## config.mk

```make
export PLATFORM = sky130hd
export DESIGN_NAME = vdib_cell
export DESIGN_NICKNAME = d
export VERILOG_FILES = /design/src/rtl/assert_macros.svh /design/src/rtl/vdib_pkg.sv /design/src/rtl/vdib_cell.sv
export SDC_FILE = /design/constraint.sdc
export NUM_CORES = 1
export LEC_CHECK = 0
export ABC_AREA = 1
export BUFFER_PORTS_ARGS = -buffer_cell sky130_fd_sc_hd__buf_2
export CELL_PAD_IN_SITES_DETAIL_PLACEMENT = 1
export CELL_PAD_IN_SITES_GLOBAL_PLACEMENT = 1
export CORE_ASPECT_RATIO = 1.25
export CORE_MARGIN = 1.5
export CORE_UTILIZATION = 45
export DETAILED_ROUTE_END_ITERATION = 7
export MAX_ROUTING_LAYER = met4
export PLACE_DENSITY = 0.93
export SYNTH_ARGS = -nofsm -noshare
export SYNTH_HDL_FRONTEND = slang
export SYNTH_SLANG_ARGS = --single-unit
export TNS_END_PERCENT = 1
```

## constraint.sdc

```tcl
create_clock -name clk -period 11.4 [get_ports clk]
set_input_delay 1.71 -clock clk [delete_from_list [all_inputs] [get_ports clk]]
set_output_delay 1.71 -clock clk [all_outputs]
set_load 0.05 [all_outputs]
```

## src/rtl/assert_macros.svh

```systemverilog
// Assertion macros shared by the RTL.
`ifndef ASSERT_MACROS_SVH
`define ASSERT_MACROS_SVH

// Checked on every rising edge, suspended while reset is held.
`define VDIB_ASSERT(lbl, clk, rst_n, prop, msg) \
    lbl: assert property (@(posedge clk) disable iff (!rst_n) (prop)) else $error(msg);

// Checked on every rising edge, also during reset.
`define VDIB_ASSERT_ALWAYS(lbl, clk, prop, msg) \
    lbl: assert property (@(posedge clk) (prop)) else $error(msg);

`endif

```

## src/rtl/vdib_pkg.sv

```systemverilog
`default_nettype none

package vdib_pkg;

    localparam int COORD_W  = 16;
    localparam int TRIPLE_W = 3 * COORD_W;
    localparam int UV_W     = 64;
    localparam int BUDGET_W = 9;
    localparam int INDEX_W  = 8;
    localparam logic [BUDGET_W-1:0] BUDGET_RESET = 9'd256;

    // One stored table entry.
    typedef struct packed {
        logic [TRIPLE_W-1:0] pos;
        logic [TRIPLE_W-1:0] nrm;
        logic [UV_W-1:0]     uv;
    } vertex_entry_t;

    // Search key broadcast along the cell row (uv already zeroed if untextured).
    typedef struct packed {
        vertex_entry_t entry;
        logic          textured;
    } vertex_key_t;

    // Control broadcast to every cell.
    typedef struct packed {
        logic start;    // park the probe token in the head cell
        logic advance;  // move the probe token one cell on
        logic append;   // cell holding the token stores the key
    } cell_ctl_t;

    typedef enum logic [1:0] {
        ST_IDLE,
        ST_MATCH,
        ST_SCAN
    } scan_state_t;

endpackage

`default_nettype wire

```

## src/rtl/vdib_cell.sv

```systemverilog
`default_nettype none

module vdib_cell
    import vdib_pkg::*;
(
    input  wire logic        clk,
    input  wire logic        rst_n,
    input  wire logic        head,
    input  wire logic        token_in,
    input  wire cell_ctl_t   ctl,
    input  wire vertex_key_t key,
    output logic             token_out,
    output logic             hit
);

    logic          token_reg;
    logic          token_next;
    logic          match_reg;
    logic          match_next;
    vertex_entry_t entry_reg;

    always_comb
    begin
        if (ctl.start)
        begin
            token_next = head;
        end
        else if (ctl.advance)
        begin
            token_next = token_in;
        end
        else
        begin
            token_next = token_reg;
        end
    end

    // uv only counts for a textured key
    assign match_next = (entry_reg.pos == key.entry.pos) &&
                        (entry_reg.nrm == key.entry.nrm) &&
                        (!key.textured || (entry_reg.uv == key.entry.uv));

    always_ff @(posedge clk or negedge rst_n)
    begin
        if (!rst_n)
        begin
            token_reg <= 1'b0;
        end
        else
        begin
            token_reg <= token_next;
        end
    end

    always_ff @(posedge clk)
    begin
        match_reg <= match_next;
        if (ctl.append && token_reg)
        begin
            entry_reg <= key.entry;
        end
    end

    assign token_out = token_reg;
    assign hit       = token_reg & match_reg;

endmodule

`default_nettype wire

```

==> results.toml, run 1 <==
[clock_tree]
cts_buffers = 17
root_buffer = "clkbuf_16"
hold_buffers = 0
post_cts_resized = 0
postCtsSetupBuffers = 0
cts_sinks = 162
clock_path_buffers = 2
htree_num_levels = 4
clk_latency_ns = 0.42
cts_tree = "done"
clkTransAtPathRegs_ns = 0.06

[placement]
io_buffers = 169
dpl.hpwl_um = 13810
place.gp.congestion = 0.7121

[setup_path]
r2r-start = "token_out"
path_max_fanout = 94
ff2ff_path_depth = 3
r2r_slack_ns = 8.91
arrival_ns = 3.36
reg2reg_to = "entry_reg[58]"
worst_setup_path_start_kind = "input port"
worst_setup_path_end_kind = "flop"
required_ns = 11.44
critPathKind = "input port to flop"

[drt]
ant_nets = 0
wl_per_cell_um = 15.47
top_layer = "met4"
drt_iter0_drc = 254
drc = 0
wl_um = 18460
first_pass_iters = 4
avgViaCountPerCell = 4.694
met1Wirelength_um = 6964
dr_total_vias = 5600
wl_met2_um = 10250
dr_wl_met3_um = 679

[yosys]
netlist_area_mm2 = 0.007564
yosys_warnings = 0
synthCells = 770
synthAdderAreaFrac_pct = 0
synthesis.nets = 938
ys_seq_area_share_pct = 64.12
ys_ff_latch = 162
ys_types = 10
synth_top_family_by_area = "simple AND/OR/NAND/NOR gates"
syn_avg_cell_area_um2 = 9.823
synth_compound_area_share_pct = 0.09926
muxShareOfSynthArea_pct = 0
synthXorXnorAreaFrac_pct = 9.843
yosys.area_share.simple_pct = 19.29

[global_routing]
grt_max_degree = 95
grt.total_usage_pct = 22.76
antenna_found_initial = 4
grt_pass1_wl_um = 30060
grt_pass1_vias = 6407
gr-total-overflow = 0

[hold_path]
min_path_type = "flop to flop"
min_from = "token_out"
hold_depth = 2
worstHoldEndpoint = "token_out"

[job]
cap_violations = 0

[outcome]
status = "finished, final reports clean"

[floorplanning]
pin_count = 170
die-area_mm2 = 0.01760
die_h_um = 147.9
start_util_pct = 46.31
num_rows = 52
core_area_mm2 = 0.01633
die_w_um = 119.0

[pwr]
p_leak_nw = 4.248
p_per_area_mw_per_mm2 = 148.4
vdd_drop_max_mv = 0.09349

[timing]
hold_viol = 0
setup_viol = 0
tightest_slew_ns = 0.8750
final.setup.tns_ns = 0
post-route-min-period_ns = 3.322
slew_headroom_pct = 41.67
rsz0062_at_grt = "no"
hold_ws_ns = 0.7738
skew_ns = 0.01308
fmaxAchievable_mhz = 301.1
finalCritPeriodShare_pct = 29.14
finalMaxSlewViolations = 0

[cells_and_area]
fin_nets = 1127
layout-drive-gt1-share_pct = 20.68
syn_to_final_growth_pct = 22.15
register_area_mm2 = 0.004850
multi_input_area_mm2 = 0.002211
largest_reg_flops = 160
fillers = 1893
-- placed cells by master, fill, tap and decap left out --
master / netlist / routed
nand2_1: 271 / 271
buf_2: 0 / 169
edfxtp_1: 160 / 160
inv_1: 134 / 133
nor2_1: 115 / 115
xnor2_1: 75 / 75
clkbuf_16: 0 / 17
xor2_1: 10 / 10
diode_2: 0 / 5
inv_6: 0 / 5
clkinv_2: 0 / 3
clkinvlp_4: 0 / 3
nand3_1: 2 / 2
clkinv_4: 0 / 2
clkinv_1: 0 / 2
o31ai_1: 1 / 1
inv_8: 0 / 1
dfxtp_1: 1 / 1
buf_4: 0 / 1
dfrtp_1: 1 / 1
-- per-stage QoR --
| stage | util [%] | power, mW | cells | setup slack, ns | area, µm² |
|---|---|---|---|---|---|
| 2_1_floorplan | - | 0.7934 | 770 | 6.026 | 7564 |
| 3_5_place_dp | 53.23 | 0.8574 | 1156 | 7.595 | 8692 |
| 4_1_cts | 56.50 | 1.385 | 1188 | 8.055 | 9226 |
| 5_1_grt | 56.56 | 1.423 | 1192 | 7.925 | 9236 |
| 6_report | 56.57 | 1.371 | 1193 | 8.078 | 9239 |
| 3_3_place_gp | 53.23 | 0.8421 | 1156 | 7.620 | 8692 |
-- power breakdown --
group / leakage (nW) / switching, mW / internal (mW)
clock network: 0.257 / 0.246 / 0.281
registers: 1.52 / 0.0150 / 0.693
logic: 2.47 / 0.0795 / 0.0575
-- final cells by class --
type,count,area share [%]
multi-input combinational,474,23.93
timing repair buffer,170,9.236
antenna,5,0.1354
clock buffer,17,4.605
sequential,162,52.49
inverter,134,5.498
clock inverter,15,1.178
tap,216,2.925
-- kinds of logic (layout without fill, tap and decap cells) --
logic type / count (synthesis) / count (layout)
and+or+nand+nor: 388 / 388
DFF: 162 / 162
buffers and inverters: 134 / 336
xor gates and xnor gates: 85 / 85
AOI/OAI and AO/OA: 1 / 1
other: 0 / 5
-- worst max-delay path, cell delays in order --
cell     delay (ns)
buf_2          0.07
nand2_1        0.09
inv_6          0.62
buf_4          0.81
-- cell usage after synthesis --
cell type	count	share of area, %
dfxtp_1	1	0.26
nand3_1	2	0.13
nand2_1	271	13
xor2_1	10	1.2
dfrtp_1	1	0.33
o31ai_1	1	0.099
nor2_1	115	5.7
inv_1	134	6.7
xnor2_1	75	8.7
edfxtp_1	160	64
-- worst max-delay path by stage --
| stage | startpoint | to | slack, ns |
|---|---|---|---|
| 2_1_floorplan | ctl[0] | entry_reg[0] | 6.03 |
| 3_3_place_gp | ctl[0] | entry_reg[122] | 7.62 |
| 3_5_place_dp | ctl[0] | entry_reg[3] | 7.60 |
| 4_1_cts | ctl[0] | entry_reg[42] | 8.06 |
| 5_1_grt | ctl[0] | entry_reg[122] | 7.92 |
| 6_report | ctl[0] | entry_reg[58] | 8.08 |
-- routing by layer --
metal  track usage [%]  vias to the layer above
met5                 -                        -
met1             22.74                     2669
li1                  -                     2743
met2             42.67                      142
met3             5.015                       46
met4             9.217                        0
No activity file was read; power rests on OpenSTA's default activity.
==> run 2, diff against run 1 <==
--- a/config.mk
+++ b/config.mk
@@ -5,16 +5,16 @@
 export SDC_FILE = /design/constraint.sdc
 export NUM_CORES = 1
 export LEC_CHECK = 0
-export ABC_AREA = 1
+export ABC_AREA = 0
 export BUFFER_PORTS_ARGS = -buffer_cell sky130_fd_sc_hd__buf_2
 export CELL_PAD_IN_SITES_DETAIL_PLACEMENT = 1
 export CELL_PAD_IN_SITES_GLOBAL_PLACEMENT = 1
 export CORE_ASPECT_RATIO = 1.25
 export CORE_MARGIN = 1.5
-export CORE_UTILIZATION = 45
+export CORE_UTILIZATION = 39
 export DETAILED_ROUTE_END_ITERATION = 7
 export MAX_ROUTING_LAYER = met4
-export PLACE_DENSITY = 0.93
+export PLACE_DENSITY = 0.82
 export SYNTH_ARGS = -nofsm -noshare
 export SYNTH_HDL_FRONTEND = slang
 export SYNTH_SLANG_ARGS = --single-unit
==> constraint.sdc (replaced) <==
create_clock -name clk -period 2.7 [get_ports clk]
set_input_delay 0.405 -clock clk [delete_from_list [all_inputs] [get_ports clk]]
set_output_delay 0.405 -clock clk [all_outputs]
set_load 0.05 [all_outputs]
==> results.toml, run 2 <==
[pwr]
intPower_mw = 4.410
p_sw_share_pct = 22.02
seqPwrFrac_pct = 52.6
vdd_drop_max_mv = 0.3762
pwr-share-clk_pct = 38.9
p_leak_nw = 2.892
power.switching_mw = 1.245
p_per_area_mw_per_mm2 = 678.6
combPwrFrac_pct = 8.6

[yosys]
synth_top_area_cell = "edfxtp_1"
ys_types = 13
synth_most_common_cell = "edfxtp_1"
syn_avg_cell_area_um2 = 17.44
synthCells = 380
ys_async_sr_fraction_pct = 0.6173
synth_edf_count = 160
ys_ff_latch = 162
yosys.area.top_type_share_pct = 72.48
netlist_area_mm2 = 0.006629
synthesis.nets = 548
ys_seq_area_share_pct = 73.16
synth_common_cells = "edfxtp_1 (160), xnor2_1 (128), nand4_1 (36)"
synthTopCellsByArea = "edfxtp_1 (72%), xnor2_1 (17%), xor2_1 (4.2%), nand4_1 (3.4%), nor4_1 (1.4%)"
yosys_warnings = 0
synth_ff_type = "edfxtp_1"

[setup_path]
r2r_slack_ns = 0.73
reg2reg_to = "match_reg"
worst_setup_path_end_kind = "flop"
arrival_ns = 2.28
path_max_fanout = 1
ff2ff_path_depth = 5
r2r-start = "entry_reg[13]"
critPathKind = "flop to flop"
required_ns = 3.02
worst_setup_path_start_kind = "flop"

[floorplanning]
die-area_mm2 = 0.01779
pin_count = 170
die_h_um = 148.8
num_rows = 53
die_w_um = 119.6
start_util_pct = 39.67
core_area_mm2 = 0.01671

[hold_path]
min_from = "key[82]"
min_path_type = "input port to flop"
worstHoldEndpoint = "entry_reg[81]"
hold_depth = 1

[clock_tree]
clkTransAtPathRegs_ns = 0.06
cts_tree = "done"
clk_latency_ns = 0.42
cts_buffers = 17
htree_num_levels = 4
root_buffer = "clkbuf_16"
post_cts_resized = 0
cts_sinks = 162
clock_path_buffers = 2

[cells_and_area]
layout-drive-gt1-share_pct = 34.13
mostFrequentLayoutCells = "buf_2 (169), edfxtp_1 (160), xnor2_1 (128), nand4_1 (36), xor2_1 (32)"
largest_reg_flops = 160
fin_nets = 739
multi_input_area_mm2 = 0.001782
syn_to_final_growth_pct = 25.71
final_common_cell = "buf_2"
final_util_pct = 49.87
fillers = 1717
register_area_mm2 = 0.004850

[timing]
fmaxAchievable_mhz = 508.9
setup_viol = 0
finalMaxSlewViolations = 0
post-route-min-period_ns = 1.965
rsz0062_at_grt = "no"
finalCritPeriodShare_pct = 72.78
slew_headroom_pct = 62.74
hold_ws_ns = 0.1844
skew_ns = 0.006461
hold_viol = 0
tightest_slew_ns = 0.5538
final.setup.tns_ns = 0

[job]
cap_violations = 0

[drt]
dr_total_vias = 3853
ant_nets = 0
first_pass_iters = 4
wl_per_cell_um = 17.84
drc = 0
wl_um = 14360
drt_iter0_drc = 158
avgViaCountPerCell = 4.786

[global_routing]
gr-total-overflow = 0
grt_pass1_wl_um = 22150
grt.total_usage_pct = 17.03
grt_pass1_vias = 4362
grt_max_degree = 85
antenna_found_initial = 2

[placement]
io_buffers = 169
dpl.hpwl_um = 10670
place.gp.congestion = 0.7305

[outcome]
status = "finished, final reports clean"
[run 2: cell count changes in the layout (fill, tap and decap cells not counted), sizes merged, moves of 2 or more]
cell    before  now
nand2      271    1
inv        139    1
nor2       115    0
xnor2       75  128
nand4        0   36
xor2        10   32
nor4         0   16
diode        5    2
and2         0    2
clkbuf      17   19
nand3        2    0
[run 2: kinds of logic (layout without fill, tap and decap cells)]
logic type | count (synthesis) | after routing | share of synthesized area, %
flops | 162 | 162 | 73.16
compound gates | 2 | 2 | 0.3019
buf+inv | 0 | 203 | 0
other cells | 0 | 2 | 0
xor+xnor | 160 | 160 | 21.14
mux | 1 | 1 | 0.1510
simple gates | 55 | 55 | 5.247
[run 2: critical path: stages (launching register included)]
cell and delay, ns:
edfxtp_1 0.38, xnor2_1 0.17, nand4_1 0.18, nor4_1 0.56, nand4_1 0.21, a2111oi_2 0.36
[run 2: worst max path at each step]
stage             startpoint            to  slack [ns]
2_1_floorplan      token_out  entry_reg[0]        0.39
3_3_place_gp         key[14]     match_reg        0.50
3_5_place_dp         key[14]     match_reg        0.47
4_1_cts        entry_reg[13]     match_reg        0.63
5_1_grt        entry_reg[13]     match_reg        0.56
6_report       entry_reg[13]     match_reg        0.73
[run 2: power groups by stage]
stage               logic (mW)  clock network (mW)  registers, mW
finish                   0.485                2.20           2.97
global route             0.532                2.35           2.99
CTS                      0.494                2.26           2.97
detailed placement       0.487                   0           3.03
global placement         0.454                   0           3.02
floorplan                0.243                   0           3.02
[run 2: metrics by stage]
stage               std cells  instance area, µm²  power [mW]  setup WS (ns)
floorplan                 380                6631       3.265         0.3905
global placement          771                7792       3.471         0.4989
detailed placement        771                7792       3.514         0.4703
CTS                       803                8328       5.726         0.6269
global route              805                8333       5.867         0.5626
finish                    805                8333       5.655         0.7350
[run 2: layer usage]
| layer | part of all wire [%] | vias up | GRT usage, % |
|---|---|---|---|
| met5 | 0 | - | - |
| met4 | 1.7 | 0 | 6.131 |
| met3 | 4.7 | 15 | 5.008 |
| met2 | 54 | 115 | 29.89 |
| met1 | 39 | 1904 | 18.30 |
| li1 | - | 1819 | - |
[run 2: area by class of cell]
cell class	instances	area share, %
Clock inverter	12	1.111
Timing Repair Buffer	172	10.75
Tap cell	220	3.303
Sequential cell	162	58.20
Antenna cell	2	0.06006
Multi-Input combinational cell	218	21.38
Clock buffer	19	5.195
[run 2: what timing repair did]
action / 4_1_cts / 5_1_grt
setup buffers: 0 / 0
hold buffers: 1 / 0
hold endpoints to repair: 1 / 0
